===== src/design/rbps_pkg.sv =====
`timescale 1ns / 1ps
// Shared types, constants and codes for the reorder buffer position smoother.
package rbps_pkg;

    // Buffer geometry and id width
    localparam int BUFFER_DEPTH = 8;
    localparam int ID_BITS      = 32;
    localparam int MAX_DELAY    = BUFFER_DEPTH / 2;
    localparam int CNT_W        = $clog2(BUFFER_DEPTH + 1);

    // Snap window: distance 1.0 in Q23.8, squared in Q.16
    localparam int SNAP_LIMIT = 256;
    localparam int SNAP_SQ    = 65536;
    localparam int MAG_W      = 9;
    localparam int SQ_W       = 2 * MAG_W;

    // Configuration registers
    localparam int CFG_IDX_W  = 2;
    localparam int CFG_DATA_W = 16;
    localparam logic [CFG_IDX_W-1:0] REG_STEP_X           = 2'd0;
    localparam logic [CFG_IDX_W-1:0] REG_STEP_Y           = 2'd1;
    localparam logic [CFG_IDX_W-1:0] REG_FACING_THRESHOLD = 2'd2;
    localparam logic [CFG_DATA_W-1:0] STEP_X_RESET    = 16'd256;
    localparam logic [CFG_DATA_W-1:0] STEP_Y_RESET    = 16'd256;
    localparam logic [CFG_DATA_W-1:0] THRESHOLD_RESET = 16'd0;

    // Input item kinds
    localparam logic KIND_ARRIVE = 1'b0;
    localparam logic KIND_TICK   = 1'b1;

    typedef struct packed {
        logic               kind;
        logic        [31:0] target_id;
        logic signed [31:0] target_x;
        logic signed [31:0] target_y;
    } in_item_t;

    typedef struct packed {
        logic signed [31:0] pos_x;
        logic signed [31:0] pos_y;
        logic               facing_right;
        logic               moved;
        logic        [31:0] applied_id;
        logic        [3:0]  held_count;
    } out_item_t;

    // One buffered target
    typedef struct packed {
        logic        [ID_BITS-1:0] id;
        logic signed [31:0]        x;
        logic signed [31:0]        y;
    } entry_t;

    typedef enum logic [1:0] {
        CELL_HOLD,
        CELL_POP,
        CELL_INSERT
    } cell_op_t;

    // Control broadcast to every cell of the chain
    typedef struct packed {
        cell_op_t op;
        entry_t   item;
    } cell_ctrl_t;

    typedef enum logic [3:0] {
        ST_IDLE,
        ST_ARRIVE,
        ST_INSERT,
        ST_STALE,
        ST_BACKLOG,
        ST_STEP,
        ST_DIFF,
        ST_SNAP,
        ST_FACE,
        ST_DONE
    } state_t;

endpackage


===== src/design/rbps_cell.sv =====
`timescale 1ns / 1ps
// One slot of the sorted target chain: holds an entry, shifts left or right.
module rbps_cell
(
    input  logic               clk,
    input  rbps_pkg::cell_ctrl_t ctrl,
    input  logic               occupied,
    input  rbps_pkg::entry_t   left_entry,
    input  logic               left_after,
    input  rbps_pkg::entry_t   right_entry,
    output rbps_pkg::entry_t   entry,
    output logic               after
);

    rbps_pkg::entry_t entry_reg;
    rbps_pkg::entry_t entry_next;

    // Slot sorts after the new item when empty or holding a larger id
    assign after = !occupied || (entry_reg.id > ctrl.item.id);
    assign entry = entry_reg;

    // Select hold, shift toward the front, or open a gap for the new item
    always_comb
    begin
        entry_next = entry_reg;
        unique case (ctrl.op)
            rbps_pkg::CELL_HOLD:
            begin
                entry_next = entry_reg;
            end
            rbps_pkg::CELL_POP:
            begin
                entry_next = right_entry;
            end
            rbps_pkg::CELL_INSERT:
            begin
                if (after)
                begin
                    entry_next = left_after ? left_entry : ctrl.item;
                end
            end
            default:
            begin
                entry_next = entry_reg;
            end
        endcase
    end

    always_ff @(posedge clk)
    begin
        entry_reg <= entry_next;
    end

endmodule


===== src/design/reorder_buffer_position_smoother_top.sv =====
`timescale 1ns / 1ps
// Top level: sequencer, position datapath and the chain of buffer cells.
// An arrival passes ARRIVE, then INSERT unless it is dropped, then DONE, which registers the result.
// A tick removes stale or skipped entries from the front of the cell chain, one per cycle,
// then runs step and snap if a target is still held, and the facing update in every case.
// One item is in work at a time; the next is accepted once the result is queued.
// Reset (rst_n low, asynchronous) empties the buffer, sets position 0, facing
// right, last applied id 0, and both steps to 256 with threshold 0.
module reorder_buffer_position_smoother_top
(
    input  logic                              clk,
    input  logic                              rst_n,
    input  logic                              in_valid,
    output logic                              in_stall,
    input  rbps_pkg::in_item_t                in_data,
    output logic                              out_valid,
    input  logic                              out_stall,
    output rbps_pkg::out_item_t               out_data,
    input  logic                              cfg_we,
    input  logic [rbps_pkg::CFG_IDX_W-1:0]    cfg_index,
    input  logic [rbps_pkg::CFG_DATA_W-1:0]   cfg_data
);

    localparam int DEPTH = rbps_pkg::BUFFER_DEPTH;
    localparam int CNT_W = rbps_pkg::CNT_W;
    localparam int IDW   = rbps_pkg::ID_BITS;

    // Move one axis toward its target by at most step
    function automatic logic signed [31:0] step_axis
    (
        input logic signed [31:0] pos,
        input logic signed [31:0] target,
        input logic        [15:0] step
    );
        logic signed [32:0] d;
        logic        [32:0] ad;
        d  = $signed({target[31], target}) - $signed({pos[31], pos});
        ad = d[32] ? 33'(-d) : 33'(d);
        if (ad <= {17'b0, step})
        begin
            return target;
        end
        else if (!d[32])
        begin
            return pos + $signed({16'b0, step});
        end
        else
        begin
            return pos - $signed({16'b0, step});
        end
    endfunction

    rbps_pkg::state_t state_reg, state_next;
    logic [CNT_W-1:0]           count_reg, count_next;
    logic [IDW-1:0]             applied_reg, applied_next;
    logic signed [31:0]         cur_x_reg, cur_x_next;
    logic signed [31:0]         cur_y_reg, cur_y_next;
    logic signed [31:0]         old_x_reg, old_x_next;
    logic                       facing_reg, facing_next;
    logic                       moved_reg, moved_next;
    rbps_pkg::in_item_t         item_reg, item_next;
    logic [rbps_pkg::MAG_W-1:0] mag_x_reg, mag_x_next;
    logic [rbps_pkg::MAG_W-1:0] mag_y_reg, mag_y_next;
    logic                       near_reg, near_next;
    logic                       out_valid_reg, out_valid_next;
    rbps_pkg::out_item_t        out_data_reg, out_data_next;
    logic [15:0]                step_x_reg, step_y_reg, threshold_reg;

    rbps_pkg::cell_ctrl_t       cell_ctrl;
    rbps_pkg::cell_op_t         cell_op;
    rbps_pkg::entry_t           cell_entry [DEPTH];
    logic                       cell_after [DEPTH];
    rbps_pkg::entry_t           front;
    logic [IDW-1:0]             new_id;

    logic signed [32:0]         rdx, rdy, dx;
    logic [32:0]                abs_rdx, abs_rdy, abs_dx;
    logic                       near_x, near_y;
    logic [rbps_pkg::SQ_W-1:0]  sq_x, sq_y;
    logic [rbps_pkg::SQ_W:0]    sq_sum;

    assign front  = cell_entry[0];
    assign new_id = item_reg.target_id[IDW-1:0];

    // Broadcast control to the chain
    always_comb
    begin
        cell_ctrl.op      = cell_op;
        cell_ctrl.item.id = new_id;
        cell_ctrl.item.x  = item_reg.target_x;
        cell_ctrl.item.y  = item_reg.target_y;
    end

    // Chain of buffer cells, front at cell 0
    for (genvar g = 0; g < DEPTH; g++)
    begin : g_cell
        rbps_cell u_cell
        (
            .clk         (clk),
            .ctrl        (cell_ctrl),
            .occupied    (count_reg > CNT_W'(g)),
            .left_entry  ((g == 0) ? cell_ctrl.item : cell_entry[(g == 0) ? 0 : g - 1]),
            .left_after  ((g == 0) ? 1'b0 : cell_after[(g == 0) ? 0 : g - 1]),
            .right_entry ((g == DEPTH - 1) ? cell_ctrl.item
                                           : cell_entry[(g == DEPTH - 1) ? g : g + 1]),
            .entry       (cell_entry[g]),
            .after       (cell_after[g])
        );
    end

    // Remaining distance after the step, and horizontal motion of the tick
    assign rdx     = $signed({front.x[31], front.x}) - $signed({cur_x_reg[31], cur_x_reg});
    assign rdy     = $signed({front.y[31], front.y}) - $signed({cur_y_reg[31], cur_y_reg});
    assign dx      = $signed({cur_x_reg[31], cur_x_reg}) - $signed({old_x_reg[31], old_x_reg});
    assign abs_rdx = rdx[32] ? 33'(-rdx) : 33'(rdx);
    assign abs_rdy = rdy[32] ? 33'(-rdy) : 33'(rdy);
    assign abs_dx  = dx[32] ? 33'(-dx) : 33'(dx);
    assign near_x  = abs_rdx <= 33'(rbps_pkg::SNAP_LIMIT);
    assign near_y  = abs_rdy <= 33'(rbps_pkg::SNAP_LIMIT);
    assign sq_x    = rbps_pkg::SQ_W'(mag_x_reg) * rbps_pkg::SQ_W'(mag_x_reg);
    assign sq_y    = rbps_pkg::SQ_W'(mag_y_reg) * rbps_pkg::SQ_W'(mag_y_reg);
    assign sq_sum  = (rbps_pkg::SQ_W + 1)'(sq_x) + (rbps_pkg::SQ_W + 1)'(sq_y);

    assign in_stall  = (state_reg != rbps_pkg::ST_IDLE);
    assign out_valid = out_valid_reg;
    assign out_data  = out_data_reg;

    // Sequencer: next state, chain control and datapath updates
    always_comb
    begin
        state_next     = state_reg;
        count_next     = count_reg;
        applied_next   = applied_reg;
        cur_x_next     = cur_x_reg;
        cur_y_next     = cur_y_reg;
        old_x_next     = old_x_reg;
        facing_next    = facing_reg;
        moved_next     = moved_reg;
        item_next      = item_reg;
        mag_x_next     = mag_x_reg;
        mag_y_next     = mag_y_reg;
        near_next      = near_reg;
        out_valid_next = out_valid_reg;
        out_data_next  = out_data_reg;
        cell_op        = rbps_pkg::CELL_HOLD;

        if (out_valid_reg && !out_stall)
        begin
            out_valid_next = 1'b0;
        end

        unique case (state_reg)
            rbps_pkg::ST_IDLE:
            begin
                if (in_valid)
                begin
                    item_next  = in_data;
                    old_x_next = cur_x_reg;
                    moved_next = 1'b0;
                    state_next = (in_data.kind == rbps_pkg::KIND_TICK) ? rbps_pkg::ST_STALE
                                                                       : rbps_pkg::ST_ARRIVE;
                end
            end
            rbps_pkg::ST_ARRIVE:
            begin
                if (new_id <= applied_reg)
                begin
                    state_next = rbps_pkg::ST_DONE;
                end
                else if (count_reg == CNT_W'(DEPTH))
                begin
                    // full: drop the front unless the new item is older still
                    if (new_id < front.id)
                    begin
                        state_next = rbps_pkg::ST_DONE;
                    end
                    else
                    begin
                        cell_op    = rbps_pkg::CELL_POP;
                        count_next = count_reg - CNT_W'(1);
                        state_next = rbps_pkg::ST_INSERT;
                    end
                end
                else
                begin
                    state_next = rbps_pkg::ST_INSERT;
                end
            end
            rbps_pkg::ST_INSERT:
            begin
                cell_op    = rbps_pkg::CELL_INSERT;
                count_next = count_reg + CNT_W'(1);
                state_next = rbps_pkg::ST_DONE;
            end
            rbps_pkg::ST_STALE:
            begin
                // drop entries already applied, one per cycle
                if (count_reg != '0 && front.id <= applied_reg)
                begin
                    cell_op    = rbps_pkg::CELL_POP;
                    count_next = count_reg - CNT_W'(1);
                end
                else
                begin
                    state_next = rbps_pkg::ST_BACKLOG;
                end
            end
            rbps_pkg::ST_BACKLOG:
            begin
                // skip the front while the backlog is too long
                if (count_reg > CNT_W'(rbps_pkg::MAX_DELAY))
                begin
                    applied_next = front.id;
                    cell_op      = rbps_pkg::CELL_POP;
                    count_next   = count_reg - CNT_W'(1);
                end
                else if (count_reg != '0)
                begin
                    state_next = rbps_pkg::ST_STEP;
                end
                else
                begin
                    state_next = rbps_pkg::ST_FACE;
                end
            end
            rbps_pkg::ST_STEP:
            begin
                cur_x_next = step_axis(cur_x_reg, front.x, step_x_reg);
                cur_y_next = step_axis(cur_y_reg, front.y, step_y_reg);
                state_next = rbps_pkg::ST_DIFF;
            end
            rbps_pkg::ST_DIFF:
            begin
                near_next  = near_x && near_y;
                mag_x_next = abs_rdx[rbps_pkg::MAG_W-1:0];
                mag_y_next = abs_rdy[rbps_pkg::MAG_W-1:0];
                state_next = rbps_pkg::ST_SNAP;
            end
            rbps_pkg::ST_SNAP:
            begin
                // within distance 1.0: snap and retire the front target
                if (near_reg && sq_sum <= (rbps_pkg::SQ_W + 1)'(rbps_pkg::SNAP_SQ))
                begin
                    cur_x_next   = front.x;
                    cur_y_next   = front.y;
                    applied_next = front.id;
                    cell_op      = rbps_pkg::CELL_POP;
                    count_next   = count_reg - CNT_W'(1);
                end
                state_next = rbps_pkg::ST_FACE;
            end
            rbps_pkg::ST_FACE:
            begin
                if (abs_dx > {17'b0, threshold_reg})
                begin
                    moved_next  = 1'b1;
                    facing_next = !dx[32];
                end
                state_next = rbps_pkg::ST_DONE;
            end
            rbps_pkg::ST_DONE:
            begin
                // queue the result once the output register is free
                if (!out_valid_reg || !out_stall)
                begin
                    out_valid_next             = 1'b1;
                    out_data_next.pos_x        = cur_x_reg;
                    out_data_next.pos_y        = cur_y_reg;
                    out_data_next.facing_right = facing_reg;
                    out_data_next.moved        = moved_reg;
                    out_data_next.applied_id   = 32'(applied_reg);
                    out_data_next.held_count   = 4'(count_reg);
                    state_next                 = rbps_pkg::ST_IDLE;
                end
            end
            default:
            begin
                state_next = rbps_pkg::ST_IDLE;
            end
        endcase
    end

    // State register and control state
    always_ff @(posedge clk or negedge rst_n)
    begin
        if (!rst_n)
        begin
            state_reg     <= rbps_pkg::ST_IDLE;
            count_reg     <= '0;
            applied_reg   <= '0;
            cur_x_reg     <= '0;
            cur_y_reg     <= '0;
            facing_reg    <= 1'b1;
            moved_reg     <= 1'b0;
            out_valid_reg <= 1'b0;
        end
        else
        begin
            state_reg     <= state_next;
            count_reg     <= count_next;
            applied_reg   <= applied_next;
            cur_x_reg     <= cur_x_next;
            cur_y_reg     <= cur_y_next;
            facing_reg    <= facing_next;
            moved_reg     <= moved_next;
            out_valid_reg <= out_valid_next;
        end
    end

    // Payload registers
    always_ff @(posedge clk)
    begin
        item_reg     <= item_next;
        old_x_reg    <= old_x_next;
        mag_x_reg    <= mag_x_next;
        mag_y_reg    <= mag_y_next;
        near_reg     <= near_next;
        out_data_reg <= out_data_next;
    end

    // Configuration writes
    always_ff @(posedge clk or negedge rst_n)
    begin
        if (!rst_n)
        begin
            step_x_reg    <= rbps_pkg::STEP_X_RESET;
            step_y_reg    <= rbps_pkg::STEP_Y_RESET;
            threshold_reg <= rbps_pkg::THRESHOLD_RESET;
        end
        else if (cfg_we)
        begin
            unique case (cfg_index)
                rbps_pkg::REG_STEP_X:           step_x_reg    <= cfg_data;
                rbps_pkg::REG_STEP_Y:           step_y_reg    <= cfg_data;
                rbps_pkg::REG_FACING_THRESHOLD: threshold_reg <= cfg_data;
                default:
                begin
                end
            endcase
        end
    end

    // Buffer never holds more than its depth
    a_count_bound: assert property (@(posedge clk) disable iff (!rst_n)
        count_reg <= CNT_W'(DEPTH))
        else $error("buffer count above depth");

    // After backlog skipping and snap the buffer is at most half full
    a_backlog_trimmed: assert property (@(posedge clk) disable iff (!rst_n)
        state_reg == rbps_pkg::ST_FACE |-> count_reg <= CNT_W'(rbps_pkg::MAX_DELAY))
        else $error("backlog not trimmed before facing update");

    // Front of the chain stays sorted by id
    a_sorted_front: assert property (@(posedge clk) disable iff (!rst_n)
        count_reg >= CNT_W'(2) |-> cell_entry[0].id <= cell_entry[1].id)
        else $error("buffer front out of id order");

    // Step only runs with a target held
    a_step_has_target: assert property (@(posedge clk) disable iff (!rst_n)
        state_reg == rbps_pkg::ST_STEP |-> count_reg != '0)
        else $error("step with empty buffer");

    // A result appears only when an item completes
    a_result_source: assert property (@(posedge clk) disable iff (!rst_n)
        $rose(out_valid_reg) |-> $past(state_reg == rbps_pkg::ST_DONE))
        else $error("result transaction without completed item");

endmodule


===== config.mk =====
export PLATFORM = sky130hd
export DESIGN_NAME = reorder_buffer_position_smoother_top
export DESIGN_NICKNAME = d
export VERILOG_FILES = /design/src/design/rbps_pkg.sv /design/src/design/rbps_cell.sv /design/src/design/reorder_buffer_position_smoother_top.sv
export SDC_FILE = /design/constraint.sdc
export NUM_CORES = 2
export LEC_CHECK = 0
export CAP_MARGIN = 20
export CORE_ASPECT_RATIO = 1.5
export CORE_MARGIN = 2
export CORE_UTILIZATION = 50
export DETAILED_ROUTE_END_ITERATION = 6
export DONT_BUFFER_PORTS = 1
export GPL_TIMING_DRIVEN = 0
export HOLD_SLACK_MARGIN = 0.02
export PLACE_DENSITY = 0.65
export SYNTH_ARGS = -nofsm -noshare
export SYNTH_HDL_FRONTEND = slang
export SYNTH_SLANG_ARGS = --single-unit

===== constraint.sdc =====
create_clock -name clk -period 11.8 [get_ports clk]
set_input_delay 1.77 -clock clk [delete_from_list [all_inputs] [get_ports clk]]
set_output_delay 1.77 -clock clk [all_outputs]
set_load 0.05 [all_outputs]

# --- Word-level counts from Yosys, hierarchy flattened ---
# Cells that the tools add are included.
totals:
  out_inout_bits: 104
  ff_bits: 1172
  wordCells: 241
classes:
  addsub: 13
  n_reduce_logical: 53
  eq_ne: 33
  order_cmp: 25
  muxes: 67
  n_mul: 2
op_table:
  columns: ["op", "n"]
  rows:
  - ["$pmux 96 s2", 8]
  - ["$mux 96", 15]
  - ["$gt 32x32->1", 8]
  - ["$mux 32", 8]
  - ["$pmux 32 s2", 3]
  - ["$mux 33", 3]
  - ["$neg 33->33", 3]
  - ["$sub 32x32->33", 3]
  - ["$le 33x16->1", 2]
  - ["$le 33x9->1 const B", 2]
  - ["$add 32x17->32", 2]
  - ["$le 32x32->1", 2]
  - ["$sub 32x17->32", 2]
  - ["$mux 4", 14]
  - ["$mul 9x9->18", 2]
  - ["$pmux 4 s9", 1]
  - ["$gt 33x16->1", 1]
  - ["$lt 32x32->1", 1]
  - ["$reduce_and 2->1", 15]
  - ["$ne 2x2->1 const B", 10]
  - ["$pmux 4 s5", 1]
  - ["$add 18x18->19", 1]
  - ["$le 19x17->1 const B", 1]
  - ["$ne 2x1->1 const B", 9]
  - ["other kinds (27)", 76]

# --- Longest topological paths before layout ---
depth:
  ltp_word: 9
  mapped_depth: 35

# --- Modules after synthesis ---
# From an unflattened synthesis, not the netlist that was laid out.
unflattened:
  cells_unflattened: 7993
  hier_area_um2: 80738.7
by_module_without_submodules:
  columns: ["module", "seq_area_each_um2", "instances", "cells_per_inst", "area_each_um2"]
  rows:
  - ["rbps_cell", 2882.8, 8, 535, 5730.5]
  - ["reorder_buffer_position_smoother_top", 11359.6, 1, 3713, 34894.7]

# --- Worst setup path after synthesis ---
# No wires, ideal clock.
synth_path:
  path_type: "reg2reg"
  startpoint: "register mag_y_reg[3] (netlist name)"
  endpoint: "register g_cell[1].u_cell.entry_reg, in the netlist g_cell[1].u_cell.entry[0] (enable)"
  setup_time_ns: 1.430
  required_time_ns: 10.370
  path_slack_ns: 1.074
  arrival_time_ns: 9.296
  path_buffers: 1
  synth_period_minus_slack_ns: 10.726
  path_stages_with_launch: 29
  path_cell_list: "edfxtp_1 > clkbuf_1 > nand2_1 > xnor2_1 > ha_1 > inv_1 > fa_1 > inv_1 > ha_1 > inv_1 > fa_1 > fa_1 > fa_1 > inv_1 > fa_1 > a21o_1 > a21oi_1 > o21bai_1 > a21oi_1 > o21bai_1 > a21oi_1 > nor2b_1 > o21ai_0 > a21oi_1 > o41ai_1 > a211o_1 > o22ai_1 > a31oi_1 > o21ai_0"
synth_between:
  elab_chain_len: 9
  word_cells_on_any_way: 11
  classes_between: "add/sub (1); mul (1); order compare (1); eq/ne (3); mux (2); reduce/logical (3)"
synth_lines:
  columns: ["item", "line_no", "text"]
  rows:
  - ["start: declaration", "reorder_buffer_position_smoother_top.sv:63", "logic [rbps_pkg::MAG_W-1:0] mag_y_reg, mag_y_next;"]
  - ["start signal: assignment", "reorder_buffer_position_smoother_top.sv:316", "mag_y_reg <= mag_y_next;"]
  - ["$mul 9x9->18 (*)", "reorder_buffer_position_smoother_top.sv:121", "assign sq_y = rbps_pkg::SQ_W'(mag_y_reg) * rbps_pkg::SQ_W'(mag_y_reg);"]
  - ["$add 18x18->19 (*)", "reorder_buffer_position_smoother_top.sv:122", "assign sq_sum = (rbps_pkg::SQ_W + 1)'(sq_x) + (rbps_pkg::SQ_W + 1)'(sq_y);"]
  - ["$le 19x17->1 (*)", "reorder_buffer_position_smoother_top.sv:242", "if (near_reg && sq_sum <= (rbps_pkg::SQ_W + 1)'(rbps_pkg::SNAP_SQ))"]
  - ["$logic_and 1x1->1 (*)", "reorder_buffer_position_smoother_top.sv:242", null]
  - ["$mux 1 (*)", "reorder_buffer_position_smoother_top.sv:242", null]
  - ["$pmux 2 s5 (*)", "reorder_buffer_position_smoother_top.sv:152", "unique case (state_reg)"]
  - ["$eq 2x2->1 / $eq 2x1->1 (equally long branches)", "rbps_cell.sv:26", "unique case (ctrl.op)"]
  - ["$ne 2x1->1 (no source line) / $reduce_bool 2->1 (equally long branches)", null, null]
  - ["$reduce_and 2->1 (no source line) (*)", null, null]
  - ["end signal: assignment", "rbps_cell.sv:51", "entry_reg <= entry_next;"]
  - ["end: declaration", "rbps_cell.sv:15", "rbps_pkg::entry_t entry_reg;"]
# Every way passes the cells marked *; elsewhere a longest branch is shown, timed or not.
# A chain may end at the register's enable or synchronous reset.

# --- Final worst setup path ---
layout_path:
  startpoint: "register mag_y_reg[3] (netlist name)"
  endpoint: "register cur_y_reg[5]"
layout_between:
  elab_chain_len: 6
layout_lines:
  columns: ["item", "line_no", "text"]
  rows:
  - ["$mul 9x9->18", "reorder_buffer_position_smoother_top.sv:121", null]
  - ["$add 18x18->19", "reorder_buffer_position_smoother_top.sv:122", null]
  - ["$le 19x17->1", "reorder_buffer_position_smoother_top.sv:242", null]
  - ["$logic_and 1x1->1", "reorder_buffer_position_smoother_top.sv:242", null]
  - ["$ne 2x2->1 (no source line)", null, null]
  - ["$reduce_and 2->1 (no source line)", null, null]
  - ["end signal: assignment", "reorder_buffer_position_smoother_top.sv:303", "cur_y_reg <= cur_y_next;"]
  - ["end: declaration", "reorder_buffer_position_smoother_top.sv:57", "logic signed [31:0] cur_y_reg, cur_y_next;"]
# No other way between the ends.

==> reports/metrics.cfg <==
[critical_path]
reg2reg_depth = 31
crit_type = flip-flop to flip-flop
critical_path.slowest_cell = clkbuf_1
endpoint_kind = flip-flop
crit_start = mag_y_reg[3]$_DFFE_PN_
critPathMaxFanout = 10
start_kind = flip-flop
r2r-start = mag_y_reg[3]$_DFFE_PN_
r2r_end = cur_y_reg[5]$_DFFE_PN0P_
crit_path_frequent_cell = fa_1
critPathMaxStageDelay_ns = 0.75
r2r_slack_ns = 2.10
worstPathArrival_ns = 10.39
cp.required_ns = 12.49

[synthesis]
synth-edff-count = 1017
synth_largest_area_cell = edfxtp_1
syn_nets = 8209
netlist_area_um2 = 75700
ys_ff_latch = 1172
synth_cell_type_count = 96
ys_seq_area_share_pct = 45.5
yosysTopAreaCellShare_pct = 40.4
yosysWarnings = 0
synth_top_cells_by_area = edfxtp_1, ha_1, mux2i_1
synthFlopType = edfxtp_1
synthCells = 7393
ys_async_sr_fraction_pct = 13.2
avgSynthCellArea_um2 = 10.2

[timing]
slew_viol_final = 0
setup_tns_ns = 0
post-route-period-util_pct = 82.2
fmaxAchievable_mhz = 103
finalSetupViolCount = 0
rsz0062_at_grt = false
slew_headroom_pct = 14.0
finClkSkew_ns = 0.0757
layout_min_cycle_time_ns = 9.70
hold_violations = 0
worst_slew_pin_slew_ns = 1.29

[cts]
cts.clk_slew.worst_paths_ns = 0.07
cts_root_buffer = clkbuf_16
cts.sinks = 1172
hold_buffers = 0
clockBufferDepth = 3
cts_max_level = 3
post-cts-setup-buffers = 0
cts_resized = 0
tritoncts = built
insertion_delay_ns = 0.83
numCtsBuffers = 118

[final_layout]
layout_commonest_cell = nand2_1
fin_cells = 9624
nets = 8377
drive_gt1_share_pct = 5.84
fill_cells = 13046
layout_common_cells = nand2_1, edfxtp_1, o21ai_0
syn2layout_area_growth_pct = 10.0
largest_register_ffs = 768

[die]
core_um2 = 150000
die-height_um = 480
boundaryPins = 224
start_util_pct = 50.4
die_w_um = 322
die_area_um2 = 155000
rows = 174

[global_route]
grt_util_all_layers_pct = 31.2
grt.overflow.total = 0
grt_pass1_vias = 59130
use_met1_pct = 34.0
antenna_found_initial = 32
grt_pass1_wl_mm = 363
grt_max_degree = 156
grtUsageMet3_pct = 5.50
top_usage_layer = met2
use_met2_pct = 55.0

[place]
dp_hpwl_mm = 190
placed_cells = 9374
place.gp.congestion = 0.999
portBuffers = 0

[min_path]
holdPathStages = 0
min-delay-start = applied_reg[28]$_DFFE_PN0P_
hold_class = flip-flop to flip-flop
min_delay_worst_endpoint = out_data[32]$_DFFE_PP_

[job]
cap_viol_max_count = 0

[route]
drt_iter0_markers = 4891
ant_nets = 0
routed_via_density = 6.09
first_pass_iters = 7
post_drt_wl_per_cell_um = 25.4
drcViolationCount = 0
drt-total-wl_mm = 245
vias = 58629

[status]
outcome = completed

[cell families (layout without fill, tap and decap cells)]
| kind of cell | count (synthesis) | count (layout) | synth area share, % |
|---|---|---|---|
| muxes | 697 | 697 | 9.45 |
| and+or+nand+nor | 2049 | 2049 | 12.3 |
| adders and majority gates | 696 | 696 | 12.5 |
| DFF | 1172 | 1172 | 45.5 |
| other | 0 | 22 | 0 |
| xor gates and xnor gates | 223 | 223 | 2.58 |
| AOI/OAI and AO/OA | 1781 | 1781 | 13.7 |
| buffers and inverters | 775 | 1048 | 3.88 |
[routing by layer]
metal | vias to the layer above | wire length, um
li1 | 27089 | -
met1 | 28640 | 88200
met2 | 2190 | 122000
met3 | 694 | 15400
met4 | 16 | 18800
met5 | - | 120
[worst max-delay path, delay by kind of cell (launching register included)]
family / cells / cell delay [ns]
AOI/OAI and AO/OA: 12 / 2.87
xor gates and xnor gates: 1 / 0.17
adders and majority gates: 7 / 3.13
buffers and inverters: 8 / 2.64
DFF: 1 / 0.43
and+or+nand+nor: 3 / 0.36
[layout make-up]
cell class / count / area [um^2] / share of cell area [%]
tap: 1936 / 2420 / 2.91
antenna: 22 / 55.1 / 0.0661
clock inverter: 76 / 962 / 1.16
buffer: 339 / 1300 / 1.56
multi-input combinational: 5446 / 38400 / 46.2
clock buffer: 149 / 3180 / 3.82
sequential: 1172 / 34400 / 41.3
timing repair buffer: 48 / 845 / 1.01
inverter: 436 / 1640 / 1.97
[through the flow]
| step | util (%) | instance area, um^2 | worst slack, ns | hold WS [ns] |
|---|---|---|---|---|
| 5_1_grt | 55.5 | 83200 | 1.63 | 0.444 |
| 4_1_cts | 55.4 | 83200 | 2.14 | 0.439 |
| 2_1_floorplan | - | 75700 | 1.07 | 0.423 |
| 3_5_place_dp | 52.7 | 79000 | 2.17 | 0.433 |
| 6_report | 55.5 | 83200 | 2.10 | 0.436 |
| 3_3_place_gp | 52.1 | 78100 | -6.68 | 0.433 |
[worst max path at each step]
stage               cells after the start  slack, ns                              endpoint
global placement                       19      -6.68  g_cell[1].u_cell.entry[41]$_DFFE_PP_
finish                                 31       2.10              cur_y_reg[5]$_DFFE_PN0P_
global route                           31       1.63              cur_y_reg[2]$_DFFE_PN0P_
detailed placement                     30       2.17             cur_x_reg[30]$_DFFE_PN0P_
floorplan                              28       1.07   g_cell[1].u_cell.entry[0]$_DFFE_PP_
CTS                                    31       2.14              cur_y_reg[1]$_DFFE_PN0P_
[cells in the mapped netlist, drive strengths merged, types with 13 or more instances]
cell type  number
ha            592
mux2          141
o211ai         28
a21oi         394
a21o          141
nand3          76
o21ai         893
nor4           22
edfxtp       1017
dfrtp         152
nor3           60
or2            15
o31ai          29
nand2        1087
xnor2         167
and3           29
o21a           57
or3            15
nand4         108
mux2i         556
a2111oi        13
clkbuf        298
a31oi          38
o21bai         22
xor2           56
buf            41
o311ai         13
nor2          318
fa            104
nor3b          17
inv           436
nor2b          97
a211oi         15
nand2b         91
and2           60
Power is left out: the tool's default activity adds up to more than one toggle a clock period on the data nets, which glitch-free logic cannot reach.
